==> src/hw/rtl/assert_macros.svh <==
// ----------------------------------------------------------------------------
// assert_macros.svh
// Concurrent assertion shorthands shared by the RTL files.
// ----------------------------------------------------------------------------
`ifndef ASSERT_MACROS_SVH
`define ASSERT_MACROS_SVH

// same-cycle implication, disabled during reset
`define ASSERT_IMPL(label, clk, rst, ante, cons) \
   label: assert property (@(posedge clk) disable iff (rst) (ante) |-> (cons)) \
      else $error("assertion failed");

// next-cycle implication, disabled during reset
`define ASSERT_NEXT(label, clk, rst, ante, cons) \
   label: assert property (@(posedge clk) disable iff (rst) (ante) |=> (cons)) \
      else $error("assertion failed");

`endif

==> src/hw/rtl/rpn_pkg.sv <==
// ----------------------------------------------------------------------------
// rpn_pkg
// Types, sizes and token/status codes of the RPN stack evaluator.
// ----------------------------------------------------------------------------
package rpn_pkg;

   localparam int STACK_DEPTH = 64;
   localparam int ADDR_W      = $clog2(STACK_DEPTH);
   localparam int DEPTH_W     = $clog2(STACK_DEPTH + 1);
   localparam int DATA_W      = 32;

   typedef logic [2:0]               kind_type;
   typedef logic signed [DATA_W-1:0] data_type;
   typedef logic [6:0]               depth_out_type;
   typedef logic [1:0]               status_type;

   localparam kind_type KIND_PUSH = 3'd0;
   localparam kind_type KIND_ADD  = 3'd1;
   localparam kind_type KIND_SUB  = 3'd2;
   localparam kind_type KIND_MUL  = 3'd3;
   localparam kind_type KIND_DIV  = 3'd4;

   localparam status_type ST_OK      = 2'd0;
   localparam status_type ST_UNDER   = 2'd1;
   localparam status_type ST_OVER    = 2'd2;
   localparam status_type ST_DIVZERO = 2'd3;

endpackage

==> src/hw/rtl/rpn_if.sv <==
// ----------------------------------------------------------------------------
// rpn_if
// Valid/ready channels for token requests and stack responses.
// ----------------------------------------------------------------------------
interface rpn_req_if;
   import rpn_pkg::*;

   logic     valid;
   logic     ready;
   kind_type kind;
   data_type operand;

   modport source (output valid, output kind, output operand, input ready);
   modport sink   (input valid, input kind, input operand, output ready);
endinterface

interface rpn_rsp_if;
   import rpn_pkg::*;

   logic          valid;
   logic          ready;
   data_type      top_value;
   data_type      bottom_value;
   depth_out_type depth;
   status_type    status;

   modport source (output valid, output top_value, output bottom_value, output depth,
                   output status, input ready);
   modport sink   (input valid, input top_value, input bottom_value, input depth,
                   input status, output ready);
endinterface

==> src/hw/rtl/rpn_stack_evaluator.sv <==
// ----------------------------------------------------------------------------
// rpn_stack_evaluator
// Postfix evaluator over a bounded stack of 32-bit signed integers.
// ----------------------------------------------------------------------------
// Usage: each req_chan transaction carries one token (push, add, subtract,
// multiply, divide) and yields exactly one rsp_chan transaction with the
// top entry, the bottom entry, the depth and a status code.
// req_chan.ready is high only while the sequencer is idle; one token is
// worked on at a time. States a token passes through when the response
// slot is free:
//   push, no-op and error tokens: finish
//   add, subtract: load, add, finish
//   multiply: load, 32 shift-add steps through the shared adder, finish
//   divide: load, 32 restoring steps through the adder, sign fix, finish
// The sequencer returns to idle as it raises rsp_chan.valid and accepts the
// next token from there.
// One 34-bit add/subtract unit serves all arithmetic; the stack lives in a
// 64-entry memory read through a registered port, with the top and bottom
// entries cached in registers.
// Reset (synchronous, active high) empties the stack and drops any pending
// response. A stalled rsp_chan holds its response; the next token may be
// accepted meanwhile but cannot finish until the response slot frees.
// ----------------------------------------------------------------------------
module rpn_stack_evaluator (
   input logic       clock,
   input logic       reset,
   rpn_req_if.sink   req_chan,
   rpn_rsp_if.source rsp_chan
);
   import rpn_pkg::*;
   `include "assert_macros.svh"

   localparam logic [2:0] S_IDLE   = 3'd0;
   localparam logic [2:0] S_LOAD   = 3'd1;
   localparam logic [2:0] S_ADD    = 3'd2;
   localparam logic [2:0] S_MUL    = 3'd3;
   localparam logic [2:0] S_DIV    = 3'd4;
   localparam logic [2:0] S_FIX    = 3'd5;
   localparam logic [2:0] S_FINISH = 3'd6;

   logic [2:0]         state_ff, state_in;
   kind_type           kind_ff, kind_in;
   data_type           operand_ff, operand_in;
   status_type         status_ff, status_in;
   logic [DEPTH_W-1:0] depth_ff, depth_in;
   data_type           top_ff, top_in;
   data_type           bottom_ff, bottom_in;
   logic [DATA_W-1:0]  opa_ff, opa_in;
   logic [DATA_W-1:0]  opb_ff, opb_in;
   logic [DATA_W-1:0]  acc_ff, acc_in;
   logic [DATA_W-1:0]  result_ff, result_in;
   logic               neg_ff, neg_in;
   logic [4:0]         cnt_ff, cnt_in;

   logic               rsp_valid_ff, rsp_valid_in;
   data_type           rsp_top_ff, rsp_top_in;
   data_type           rsp_bottom_ff, rsp_bottom_in;
   depth_out_type      rsp_depth_ff, rsp_depth_in;
   status_type         rsp_status_ff, rsp_status_in;

   data_type           stack_mem [STACK_DEPTH];
   data_type           rd_data_ff;
   logic [ADDR_W-1:0]  rd_addr;
   logic               wr_en;
   logic [ADDR_W-1:0]  wr_addr;
   data_type           wr_data;

   logic [DATA_W:0]    add_a, add_b;
   logic               add_sub;
   logic [DATA_W+1:0]  add_sum;
   logic               add_ge;

   logic               req_fire;
   logic               rsp_free;
   logic               full;
   data_type           left_val, right_val;

   assign req_chan.ready        = (state_ff == S_IDLE);
   assign req_fire              = req_chan.valid && (state_ff == S_IDLE);
   assign rsp_free              = !rsp_valid_ff || rsp_chan.ready;
   assign full                  = (depth_ff >= DEPTH_W'(STACK_DEPTH));
   assign rd_addr               = ADDR_W'(depth_ff - DEPTH_W'(2));
   assign left_val              = rd_data_ff;
   assign right_val             = top_ff;

   assign rsp_chan.valid        = rsp_valid_ff;
   assign rsp_chan.top_value    = rsp_top_ff;
   assign rsp_chan.bottom_value = rsp_bottom_ff;
   assign rsp_chan.depth        = rsp_depth_ff;
   assign rsp_chan.status       = rsp_status_ff;

   // shared adder: add/sub, multiply accumulate, divide trial subtract
   always_comb begin
      add_a   = '0;
      add_b   = '0;
      add_sub = 1'b0;
      unique case (state_ff)
         S_ADD: begin
            add_a   = {1'b0, opa_ff};
            add_b   = {1'b0, opb_ff};
            add_sub = (kind_ff == KIND_SUB);
         end
         S_MUL: begin
            add_a = {1'b0, acc_ff};
            add_b = opb_ff[0] ? {1'b0, opa_ff} : '0;
         end
         S_DIV: begin
            add_a   = {acc_ff, opa_ff[DATA_W-1]};
            add_b   = {1'b0, opb_ff};
            add_sub = 1'b1;
         end
         default: begin
            add_a   = '0;
         end
      endcase
   end

   assign add_sum = {1'b0, add_a} + {1'b0, add_b ^ {(DATA_W+1){add_sub}}}
                    + (DATA_W+2)'(add_sub);
   assign add_ge  = add_sum[DATA_W+1];

   always_comb begin
      state_in      = state_ff;
      kind_in       = kind_ff;
      operand_in    = operand_ff;
      status_in     = status_ff;
      depth_in      = depth_ff;
      top_in        = top_ff;
      bottom_in     = bottom_ff;
      opa_in        = opa_ff;
      opb_in        = opb_ff;
      acc_in        = acc_ff;
      result_in     = result_ff;
      neg_in        = neg_ff;
      cnt_in        = cnt_ff;
      rsp_valid_in  = rsp_valid_ff && !rsp_chan.ready;
      rsp_top_in    = rsp_top_ff;
      rsp_bottom_in = rsp_bottom_ff;
      rsp_depth_in  = rsp_depth_ff;
      rsp_status_in = rsp_status_ff;
      wr_en         = 1'b0;
      wr_addr       = rd_addr;
      wr_data       = result_ff;

      unique case (state_ff)
         S_IDLE: begin
            if (req_fire) begin
               kind_in    = req_chan.kind;
               operand_in = req_chan.operand;
               status_in  = ST_OK;
               state_in   = S_FINISH;
               if (req_chan.kind == KIND_PUSH) begin
                  if (full) status_in = ST_OVER;
               end else if (req_chan.kind <= KIND_DIV) begin
                  if (depth_ff < DEPTH_W'(2)) begin
                     status_in = ST_UNDER;
                  end else if (req_chan.kind == KIND_DIV && top_ff == '0) begin
                     status_in = ST_DIVZERO;
                  end else begin
                     state_in = S_LOAD;
                  end
               end
            end
         end
         S_LOAD: begin
            opa_in = left_val;
            opb_in = right_val;
            acc_in = '0;
            cnt_in = '0;
            neg_in = left_val[DATA_W-1] ^ right_val[DATA_W-1];
            priority if (kind_ff == KIND_MUL) begin
               state_in = S_MUL;
            end else if (kind_ff == KIND_DIV) begin
               opa_in   = left_val[DATA_W-1] ? DATA_W'(-left_val) : left_val;
               opb_in   = right_val[DATA_W-1] ? DATA_W'(-right_val) : right_val;
               state_in = S_DIV;
            end else begin
               state_in = S_ADD;
            end
         end
         S_ADD: begin
            result_in = add_sum[DATA_W-1:0];
            state_in  = S_FINISH;
         end
         S_MUL: begin
            acc_in    = add_sum[DATA_W-1:0];
            result_in = add_sum[DATA_W-1:0];
            opa_in    = {opa_ff[DATA_W-2:0], 1'b0};
            opb_in    = {1'b0, opb_ff[DATA_W-1:1]};
            cnt_in    = cnt_ff + 5'd1;
            if (cnt_ff == 5'd31) state_in = S_FINISH;
         end
         S_DIV: begin
            acc_in = add_ge ? add_sum[DATA_W-1:0] : add_a[DATA_W-1:0];
            opa_in = {opa_ff[DATA_W-2:0], add_ge};
            cnt_in = cnt_ff + 5'd1;
            if (cnt_ff == 5'd31) state_in = S_FIX;
         end
         S_FIX: begin
            result_in = neg_ff ? DATA_W'(-opa_ff) : opa_ff;
            state_in  = S_FINISH;
         end
         S_FINISH: begin
            if (rsp_free) begin
               if (status_ff == ST_OK && kind_ff == KIND_PUSH) begin
                  wr_en    = 1'b1;
                  wr_addr  = ADDR_W'(depth_ff);
                  wr_data  = operand_ff;
                  top_in   = operand_ff;
                  depth_in = depth_ff + DEPTH_W'(1);
                  if (depth_ff == '0) bottom_in = operand_ff;
               end else if (status_ff == ST_OK && kind_ff <= KIND_DIV) begin
                  wr_en    = 1'b1;
                  top_in   = result_ff;
                  depth_in = depth_ff - DEPTH_W'(1);
                  if (depth_ff == DEPTH_W'(2)) bottom_in = result_ff;
               end
               rsp_valid_in  = 1'b1;
               rsp_top_in    = (depth_in == '0) ? '0 : top_in;
               rsp_bottom_in = (depth_in == '0) ? '0 : bottom_in;
               rsp_depth_in  = 7'(depth_in);
               rsp_status_in = status_ff;
               state_in      = S_IDLE;
            end
         end
         default: begin
            state_in = S_IDLE;
         end
      endcase
   end

   always_ff @(posedge clock) begin
      if (reset) begin
         state_ff     <= S_IDLE;
         depth_ff     <= '0;
         rsp_valid_ff <= 1'b0;
      end else begin
         state_ff     <= state_in;
         depth_ff     <= depth_in;
         rsp_valid_ff <= rsp_valid_in;
      end
   end

   always_ff @(posedge clock) begin
      kind_ff       <= kind_in;
      operand_ff    <= operand_in;
      status_ff     <= status_in;
      top_ff        <= top_in;
      bottom_ff     <= bottom_in;
      opa_ff        <= opa_in;
      opb_ff        <= opb_in;
      acc_ff        <= acc_in;
      result_ff     <= result_in;
      neg_ff        <= neg_in;
      cnt_ff        <= cnt_in;
      rsp_top_ff    <= rsp_top_in;
      rsp_bottom_ff <= rsp_bottom_in;
      rsp_depth_ff  <= rsp_depth_in;
      rsp_status_ff <= rsp_status_in;
   end

   always_ff @(posedge clock) begin
      if (wr_en) begin
         stack_mem[wr_addr] <= wr_data;
      end
      rd_data_ff <= stack_mem[rd_addr];
   end

   `ASSERT_IMPL(a_depth_bound, clock, reset, 1'b1, depth_ff <= DEPTH_W'(STACK_DEPTH))
   `ASSERT_NEXT(a_fire_leaves_idle, clock, reset, req_fire, state_ff != S_IDLE)
   `ASSERT_NEXT(a_depth_only_at_finish, clock, reset, state_ff != S_FINISH, $stable(depth_ff))
   `ASSERT_IMPL(a_finish_fills_slot, clock, reset, state_ff == S_FINISH && rsp_free,
                rsp_valid_in)

endmodule

==> src/flat_wrapper.sv <==
// flat-port wrapper written by rule: the top's interface ports become plain ports
module rpn_stack_evaluator_flat import rpn_pkg::*;
  (clock, reset, req_chan_valid, req_chan_kind, req_chan_operand, req_chan_ready, rsp_chan_valid, rsp_chan_top_value, rsp_chan_bottom_value, rsp_chan_depth, rsp_chan_status, rsp_chan_ready);
  rpn_req_if req_chan_i ();
  rpn_rsp_if rsp_chan_i ();
  input logic clock;
  input logic reset;
  input wire logic [$bits(req_chan_i.valid)-1:0] req_chan_valid;
  input wire logic [$bits(req_chan_i.kind)-1:0] req_chan_kind;
  input wire logic [$bits(req_chan_i.operand)-1:0] req_chan_operand;
  output wire logic [$bits(req_chan_i.ready)-1:0] req_chan_ready;
  output wire logic [$bits(rsp_chan_i.valid)-1:0] rsp_chan_valid;
  output wire logic [$bits(rsp_chan_i.top_value)-1:0] rsp_chan_top_value;
  output wire logic [$bits(rsp_chan_i.bottom_value)-1:0] rsp_chan_bottom_value;
  output wire logic [$bits(rsp_chan_i.depth)-1:0] rsp_chan_depth;
  output wire logic [$bits(rsp_chan_i.status)-1:0] rsp_chan_status;
  input wire logic [$bits(rsp_chan_i.ready)-1:0] rsp_chan_ready;
  assign req_chan_i.valid = req_chan_valid;
  assign req_chan_i.kind = req_chan_kind;
  assign req_chan_i.operand = req_chan_operand;
  assign req_chan_ready = req_chan_i.ready;
  assign rsp_chan_valid = rsp_chan_i.valid;
  assign rsp_chan_top_value = rsp_chan_i.top_value;
  assign rsp_chan_bottom_value = rsp_chan_i.bottom_value;
  assign rsp_chan_depth = rsp_chan_i.depth;
  assign rsp_chan_status = rsp_chan_i.status;
  assign rsp_chan_i.ready = rsp_chan_ready;
  rpn_stack_evaluator u_core (.clock(clock), .reset(reset), .req_chan(req_chan_i), .rsp_chan(rsp_chan_i));
endmodule
==> config.mk <==
export PLATFORM = sky130hd
export DESIGN_NAME = rpn_stack_evaluator_flat
export DESIGN_NICKNAME = d
export VERILOG_FILES = /design/src/hw/rtl/rpn_pkg.sv /design/src/hw/rtl/rpn_if.sv /design/src/hw/rtl/rpn_stack_evaluator.sv /design/src/flat_wrapper.sv
export VERILOG_INCLUDE_DIRS = /design/src /design/src/hw/rtl
export SDC_FILE = /design/constraint.sdc
export NUM_CORES = 2
export LEC_CHECK = 0
export BUFFER_PORTS_ARGS = -buffer_cell sky130_fd_sc_hd__buf_2
export CAP_MARGIN = 20
export CORE_ASPECT_RATIO = 1.5
export CORE_UTILIZATION = 44
export DETAILED_ROUTE_END_ITERATION = 10
export PLACE_DENSITY = 0.7
export SYNTH_ARGS = -nofsm -noshare
export SYNTH_HDL_FRONTEND = slang
export SYNTH_SLANG_ARGS = --single-unit
export TNS_END_PERCENT = 1
==> constraint.sdc <==
create_clock -name clock -period 11.7 [get_ports clock]
set_input_delay 1.755 -clock clock [delete_from_list [all_inputs] [get_ports clock]]
set_output_delay 1.755 -clock clock [all_outputs]
set_load 0.03 [all_outputs]
After elaboration in Yosys (flattened, before gate mapping)
Memories as Yosys holds them, arrays and structs flattened. A register that Yosys moved wholly into a read port is not among the register bits.
Index checks and enable logic that the tools add are counted.

storage, ports and cells
  memory bits (writable) = 2048
  register bits = 319
  memories kept = 1
  input port bits = 39
  logic and storage cells = 133
  output and inout port bits = 75

memory list
  memory            depth  bits a word  rd ports  clocked after Yosys merged registers in  wr ports  RTL line                   text
  u_core.stack_mem  64     32           1         1                                        1         rpn_stack_evaluator.sv:61  data_type stack_mem [STACK_DEPTH];

operators by class
  add/subtract/negate cells = 9
  bitwise logic cells = 2
  equality and inequality tests = 16
  magnitude comparators = 4
  reduce and logical (&&, ||, !) cells = 26
  muxes and demuxes = 57

operators by type and width
  kind                 count
  $mux 32              18
  $pmux 32 s3          2
  $pmux 32 s2          2
  $pmux 33 s3          1
  $neg 32->32          3
  $pmux 33 s2          1
  $add 33x33->34       1
  $add 34x1->34        1
  $xor 33x33->33       1
  $logic_not 32->1     1
  $mux 3               10
  $mux 7               4
  $mux 6               3
  $pmux 3 s6           1
  $eq 3x3->1 const B   5
  $logic_not 7->1      2
  $eq 3x2->1 const B   4
  $mux 2               5
  $pmux 5 s2           1
  $logic_not 3->1      3
  $mux 1               8
  $ne 2x1->1 const B   4
  $reduce_or 2->1      4
  $add 7x1->7 const B  1
  19 further kinds     28

Logic depth before layout (Yosys ltp)
  depth in word-level cells = 8
  mapped depth = 21
  depth with buffers taken out = 15

Least setup slack after synthesis
No wires, ideal clock.

  kind = input to register
  start point = input rsp_chan_ready
  end point = memory u_core.stack_mem[33][0] (netlist bit), enable pin
  arrival = 7.754 ns
  path slack = 3.525 ns
  buffers on the path = 1
  library setup time = 0.421 ns
  data required time = 11.279 ns
  stages on the path = 9
  path through = nand2b_1 > nand2b_1 > clkinv_1 > nand2_1 > clkbuf_1 > a21oi_1 > nor3_1 > nand4b_1 > nor2_1

between the ends
  word-level cells in the longest chain between the ends = 5
  elaborated cells on any way between the ends = 7
  classes of those cells = mux: 6; reduce/logical: 1

ends and longest elaborated chain
  what                          RTL line                    text
  start, declared               flat_wrapper.sv:17          input wire logic [$bits(rsp_chan_i.ready)-1:0] rsp_chan_ready;
  $logic_or 1x1->1 (*)          rpn_stack_evaluator.sv:80   assign rsp_free = !rsp_valid_ff || rsp_chan.ready;
  $mux 1                        rpn_stack_evaluator.sv:204  if (rsp_free) begin
  $mux 1                        rpn_stack_evaluator.sv:145  unique case (state_ff)
  $mux 1                        rpn_stack_evaluator.sv:263  if (wr_en) begin
  $mux 1 (implied by the code)  rpn_stack_evaluator.sv:264  stack_mem[wr_addr] <= wr_data;
  end, declared                 rpn_stack_evaluator.sv:61

Mark *: on every way between the ends. The rest lies on a longest branch, timed or not.

Final worst setup path
  start point = register u_core.state_ff[1]
  end point = register u_core.acc_ff[20] (data pin)

between the ends
  word-level cells in the longest chain between the ends = 8
  elaborated cells on any way between the ends = 13
  classes of those cells = add/sub: 2; eq/ne: 4; mux: 5; bitwise: 1; reduce/logical: 1

ends and longest elaborated chain
  what                                             RTL line                                               text
  start, declared                                  rpn_stack_evaluator.sv:41                              logic [2:0] state_ff, state_in;
  start signal, assigned                           rpn_stack_evaluator.sv:238                             state_ff <= state_in;
  $eq 3x2->1 / $eq 3x3->1 (equally long branches)  rpn_stack_evaluator.sv:97, rpn_stack_evaluator.sv:145
  $reduce_or 2->1 (no line)                        --
  $pmux 33 s2                                      rpn_stack_evaluator.sv:97                              unique case (state_ff)
  $xor 33x33->33                                   rpn_stack_evaluator.sv:118                             assign add_sum = {1'b0, add_a} + {1'b0, add_b ^ {(DATA_W+1){add_sub}}}
  $add 33x33->34                                   rpn_stack_evaluator.sv:118
  $add 34x1->34                                    rpn_stack_evaluator.sv:119                             + (DATA_W+2)'(add_sub);
  $mux 32                                          rpn_stack_evaluator.sv:194                             acc_in = add_ge ? add_sum[DATA_W-1:0] : add_a[DATA_W-1:0];
  $pmux 32 s3 (*)                                  rpn_stack_evaluator.sv:145
  net u_core.acc_in[20]                            rpn_stack_evaluator.sv:50                              logic [DATA_W-1:0] acc_ff, acc_in;
  end signal, assigned                             rpn_stack_evaluator.sv:252                             acc_ff <= acc_in;
  end, declared                                    rpn_stack_evaluator.sv:50

The timed path passes the listed nets; every way through them passes the cells marked *.
A chain may end at the register's enable or synchronous reset.

==> impl_summary.md <==
Pwr
The total net switching power is 8.674 mW. The leakage component of the power is 33.42 nW. Dividing total power by cell area gives a power density of 239.3 nW/um^2. Overall power consumption after layout is estimated at 26.01 mW. The power share of the combinational group is 28.2%. The clock network accounts for 26.3% of the total power. The share of total power consumed by net switching is 33.35%. The worst supply voltage drop on vdd is 0.1954 mV. The fraction of power consumed by sequential logic is 45.5%. The internal portion of the total power is 17.34 mW.

Yosys
The most common cell in the netlist is sky130_fd_sc_hd__edfxtp_1. Synthesis produced a netlist with a net count of 5,028. The dominant register cell in the synthesized netlist is sky130_fd_sc_hd__edfxtp_1. The per-instance average area after synthesis is 19.61 sq um.

The share of async-settable or async-resettable flops after synthesis is 0%. The synthesized cell area is 96,910 sq um. The flip-flop and latch count after synthesis is 2,399.

Yosys mapped the design onto 69 distinct sky130hd cell types. Summed over its instances, the top area cell type makes up 73.00% of the synthesized netlist area. The gate count after technology mapping is 4,943. The synthesized design spends more area on one cell type than any other, namely sky130_fd_sc_hd__edfxtp_1. After synthesis, the most frequently instantiated cells are sky130_fd_sc_hd__edfxtp_1 (2,356), sky130_fd_sc_hd__mux4_2 (657), sky130_fd_sc_hd__nand2_1 (442). Yosys printed 0 warnings. Sequential elements use 73.89% of the synthesized area.

Ranked by total cell area, the synthesized netlist is headed by sky130_fd_sc_hd__edfxtp_1 (73%), sky130_fd_sc_hd__mux4_2 (15%), sky130_fd_sc_hd__nand2_1 (1.7%). In this run, synthesis inferred 2,356 flip-flops with an integrated enable.

Setup path
The worst setup path is of the reg2reg kind. STA classifies the critical path startpoint as a flip-flop. For the worst setup path, the data required time is 12,290 ps.

The most critical setup path has its startpoint at u_core.state_ff[1]$_SDFFE_PP0P_. The startpoint of the worst register-to-register path is u_core.state_ff[1]$_SDFFE_PP0P_. The maximum fanout along the worst path is 35. The worst setup path is captured at a flip-flop. The worst endpoint data arrival time is 6770 ps.

GRT
The largest net degree at the start of global routing is 148. The number of antenna violations at the first check in global routing is 12. For this run, the total global-route usage over all layers was measured as 22.05%. The global-route wire length before repair is 353,800 um. The number of global-route vias before repair is 49,236. The total overflow reported by the global router is 0.

STA
The number of failing setup endpoints in the final timing report is 0. The number of endpoints with negative hold slack in the final report is 0. Between clock sinks in the finished design, the worst skew comes to 49.45 ps. The upper clock frequency limit is 0.1619 GHz. Counting I/O delays and the setup requirement, the final critical path takes 6175 ps.

In this run the tightest slew margin relative to its limit is 3.439%. The worst path meets setup with 5525 ps of slack. Across all hold checks on the routed design, the worst slack comes to 534.7 ps. After layout, the worst path uses 52.78% of the clock period. The post-route setup TNS is 0 ps. The total count of max-transition violations in the final report is 0. Setup repair after global routing left no endpoint under its margin. The measured slew at the worst slew-check pin is 1442 ps.

Hold path
The critical hold path startpoint is u_core.rsp_chan.valid$_SDFF_PP0_. The min-delay analysis places its worst path in the category reg2reg.

Placement
Before CTS, the worst setup slack after placement is 5412 ps. During placement, the flow inserted port buffers numbering 113. After detailed placement, the total cell area comes to 101,800 sq um.

At the end of routability-driven placement, the weighted congestion stood at 0.9382. The HPWL after detailed placement is 152,100 um. The number of placed instances, taps included, is 7,759.

Floorplanning
The vertical die dimension is 576.8 um. The number of top-level pins is 114. The floorplan step set the die width to 385.2 um. The area of the die is 222,200 sq um. Row generation in the floorplan step produced 210 rows. The core outline area is 218,600 sq um. The effective utilization at floorplan is 44.33%.

Routing
The uppermost layer routed is met5. The total wirelength of the detailed-routed design is 246,100 um. Summing over every cut layer, the via total after detailed routing is 49,122. The routed design uses 16,020 um of met3 wire. After detailed routing, the number of vias per cell comes to 6.017. For this block, the initial DRC count from the detailed router was 5,611. After detailed routing, the average wire length per cell comes to 30.14 um. The met1 layer wirelength in the final routing is 91,960 um. Summed over all nets, wire length on met2 after detailed routing comes to 126,700 um. In the routed design, unresolved DRC markers number 0.

The detailed-router iteration count before antenna repair is 9. The number of routed nets with antenna violations is 0.

Clock network
Post-CTS timing repair inserted 0 buffers for setup. Once the clock tree was built, the resizer swapped 0 gates to a different size. The number of buffers inserted for hold repair after clock tree synthesis is 0.

The H-tree depth reported by CTS is 4. The buffer levels on the longest clock path is 4. The clock-pin slew on the worst setup and hold paths is 70 ps.

Clock latency on the worst-skew pair, taken at its later pin, is 880 ps. The root buffer selected by CTS is sky130_fd_sc_hd__clkbuf_16. The tree built by TritonCTS fans out to 2,399 sinks.

Clock tree synthesis inserted a total of 210 buffers. The clock tree from TritonCTS is built.

Status
The flow ran to the end, and the final reports show no timing, DRC or antenna violations.

Finish
After routing the design area is 108,700 sq um. Compared with the post-synthesis result, the final layout area differs by 12.18%. Cells with a size suffix above 1 make up 25.26% of the layout. The final core utilization is 49.73%. The count of non-filler cells in the finished layout is 8,164. At the end of the flow, the number of nets in the layout was 5,203.

Flow run
The total of max-cap violations is 0.
[flip-flops by register name, summed over array words and instances (netlist names)]
signal                        count
u_core.depth_ff                   7
u_core.acc_ff                    32
u_core.opb_ff                    32
u_core.cnt_ff                     5
u_core.status_ff                  2
u_core.bottom_ff                 32
u_core.rsp_chan.status            2
u_core.opa_ff                    32
u_core.right_val                 32
u_core.state_ff                   3
u_core.stack_mem               2048
u_core.rsp_chan.depth             7
u_core.kind_ff                    3
u_core.rsp_chan.valid             1
u_core.operand_ff                32
u_core.rsp_chan.top_value        32
u_core.result_ff                 32
u_core.rsp_chan.bottom_value     32
u_core.left_val                  32
u_core.neg_ff                     1
[power groups by stage]
stage               clock network [mW]  registers (mW)  logic, mW
finish                            6.84            11.8       7.34
global route                      7.21            11.9       7.71
CTS                               6.92            11.8       7.32
detailed placement                   0            12.0       7.30
global placement                     0            12.0       7.17
floorplan                            0            11.9       4.27
[worst max-delay path, cell delays in order (launching register included)]
cell and delay [ps]:
sky130_fd_sc_hd__dfxtp_1 690, sky130_fd_sc_hd__nand2b_2 620, sky130_fd_sc_hd__a21oi_4 1010, sky130_fd_sc_hd__a22oi_1 240
sky130_fd_sc_hd__xor2_1 190, sky130_fd_sc_hd__ha_1 380, sky130_fd_sc_hd__and3_1 220, sky130_fd_sc_hd__nand4_1 110
sky130_fd_sc_hd__a211oi_1 80, sky130_fd_sc_hd__nor3_1 570, sky130_fd_sc_hd__o311a_1 270, sky130_fd_sc_hd__o21ai_2 170
sky130_fd_sc_hd__and2_0 320, sky130_fd_sc_hd__nor2_1 500, sky130_fd_sc_hd__buf_4 380, sky130_fd_sc_hd__o2bb2ai_1 130
[routing by layer]
layer,vias up,global-route usage (%)
met3,441,2.852
met2,2160,37.84
met4,6,9.414
li1,20559,-
met1,25956,28.14
met5,-,0
[layout by cell type, fill, tap and decap left out, types with 74 or more instances in the layout]
| cell | n |
|---|---|
| sky130_fd_sc_hd__clkbuf_16 | 215 |
| sky130_fd_sc_hd__a21oi_1 | 141 |
| sky130_fd_sc_hd__edfxtp_1 | 2356 |
| sky130_fd_sc_hd__xnor2_1 | 87 |
| sky130_fd_sc_hd__o21ai_0 | 171 |
| sky130_fd_sc_hd__nand2_1 | 408 |
| sky130_fd_sc_hd__buf_2 | 114 |
| sky130_fd_sc_hd__mux4_2 | 657 |
| sky130_fd_sc_hd__buf_4 | 108 |
| sky130_fd_sc_hd__a22oi_1 | 86 |
| sky130_fd_sc_hd__xor2_1 | 74 |
[kinds of logic (layout without fill, tap and decap cells)]
| family | after synthesis | after routing | synth area share (%) |
|---|---|---|---|
| buf+inv | 306 | 649 | 1.203 |
| simple gates | 760 | 760 | 3.429 |
| fa+ha+maj | 46 | 46 | 0.6016 |
| mux | 709 | 709 | 15.81 |
| compound gates | 558 | 558 | 3.580 |
| other cells | 0 | 16 | 0 |
| xor+xnor | 165 | 165 | 1.491 |
| flops | 2399 | 2399 | 73.89 |
[final cells by class]
class	count	area (sq um)
Tap cell	2862	3581
Inverter	29	113.9
Clock inverter	128	1116
Multi-Input combinational cell	2238	24920
Sequential cell	2399	71620
Timing Repair Buffer	240	1794
Antenna cell	16	40.04
Clock buffer	252	5529
Fill cell	17206	109900
[worst paths after layout]
check,end,slack [ps],cells past startpoint
setup / recovery,u_core.acc_ff[20]$_DFFE_PP_,5530,15
hold / removal,u_core.rsp_chan.valid$_SDFF_PP0_,530,2
setup reg to reg,u_core.acc_ff[20]$_DFFE_PP_,5530,15
hold reg to reg,u_core.rsp_chan.valid$_SDFF_PP0_,530,2
No activity file was read; power rests on OpenSTA's default activity.
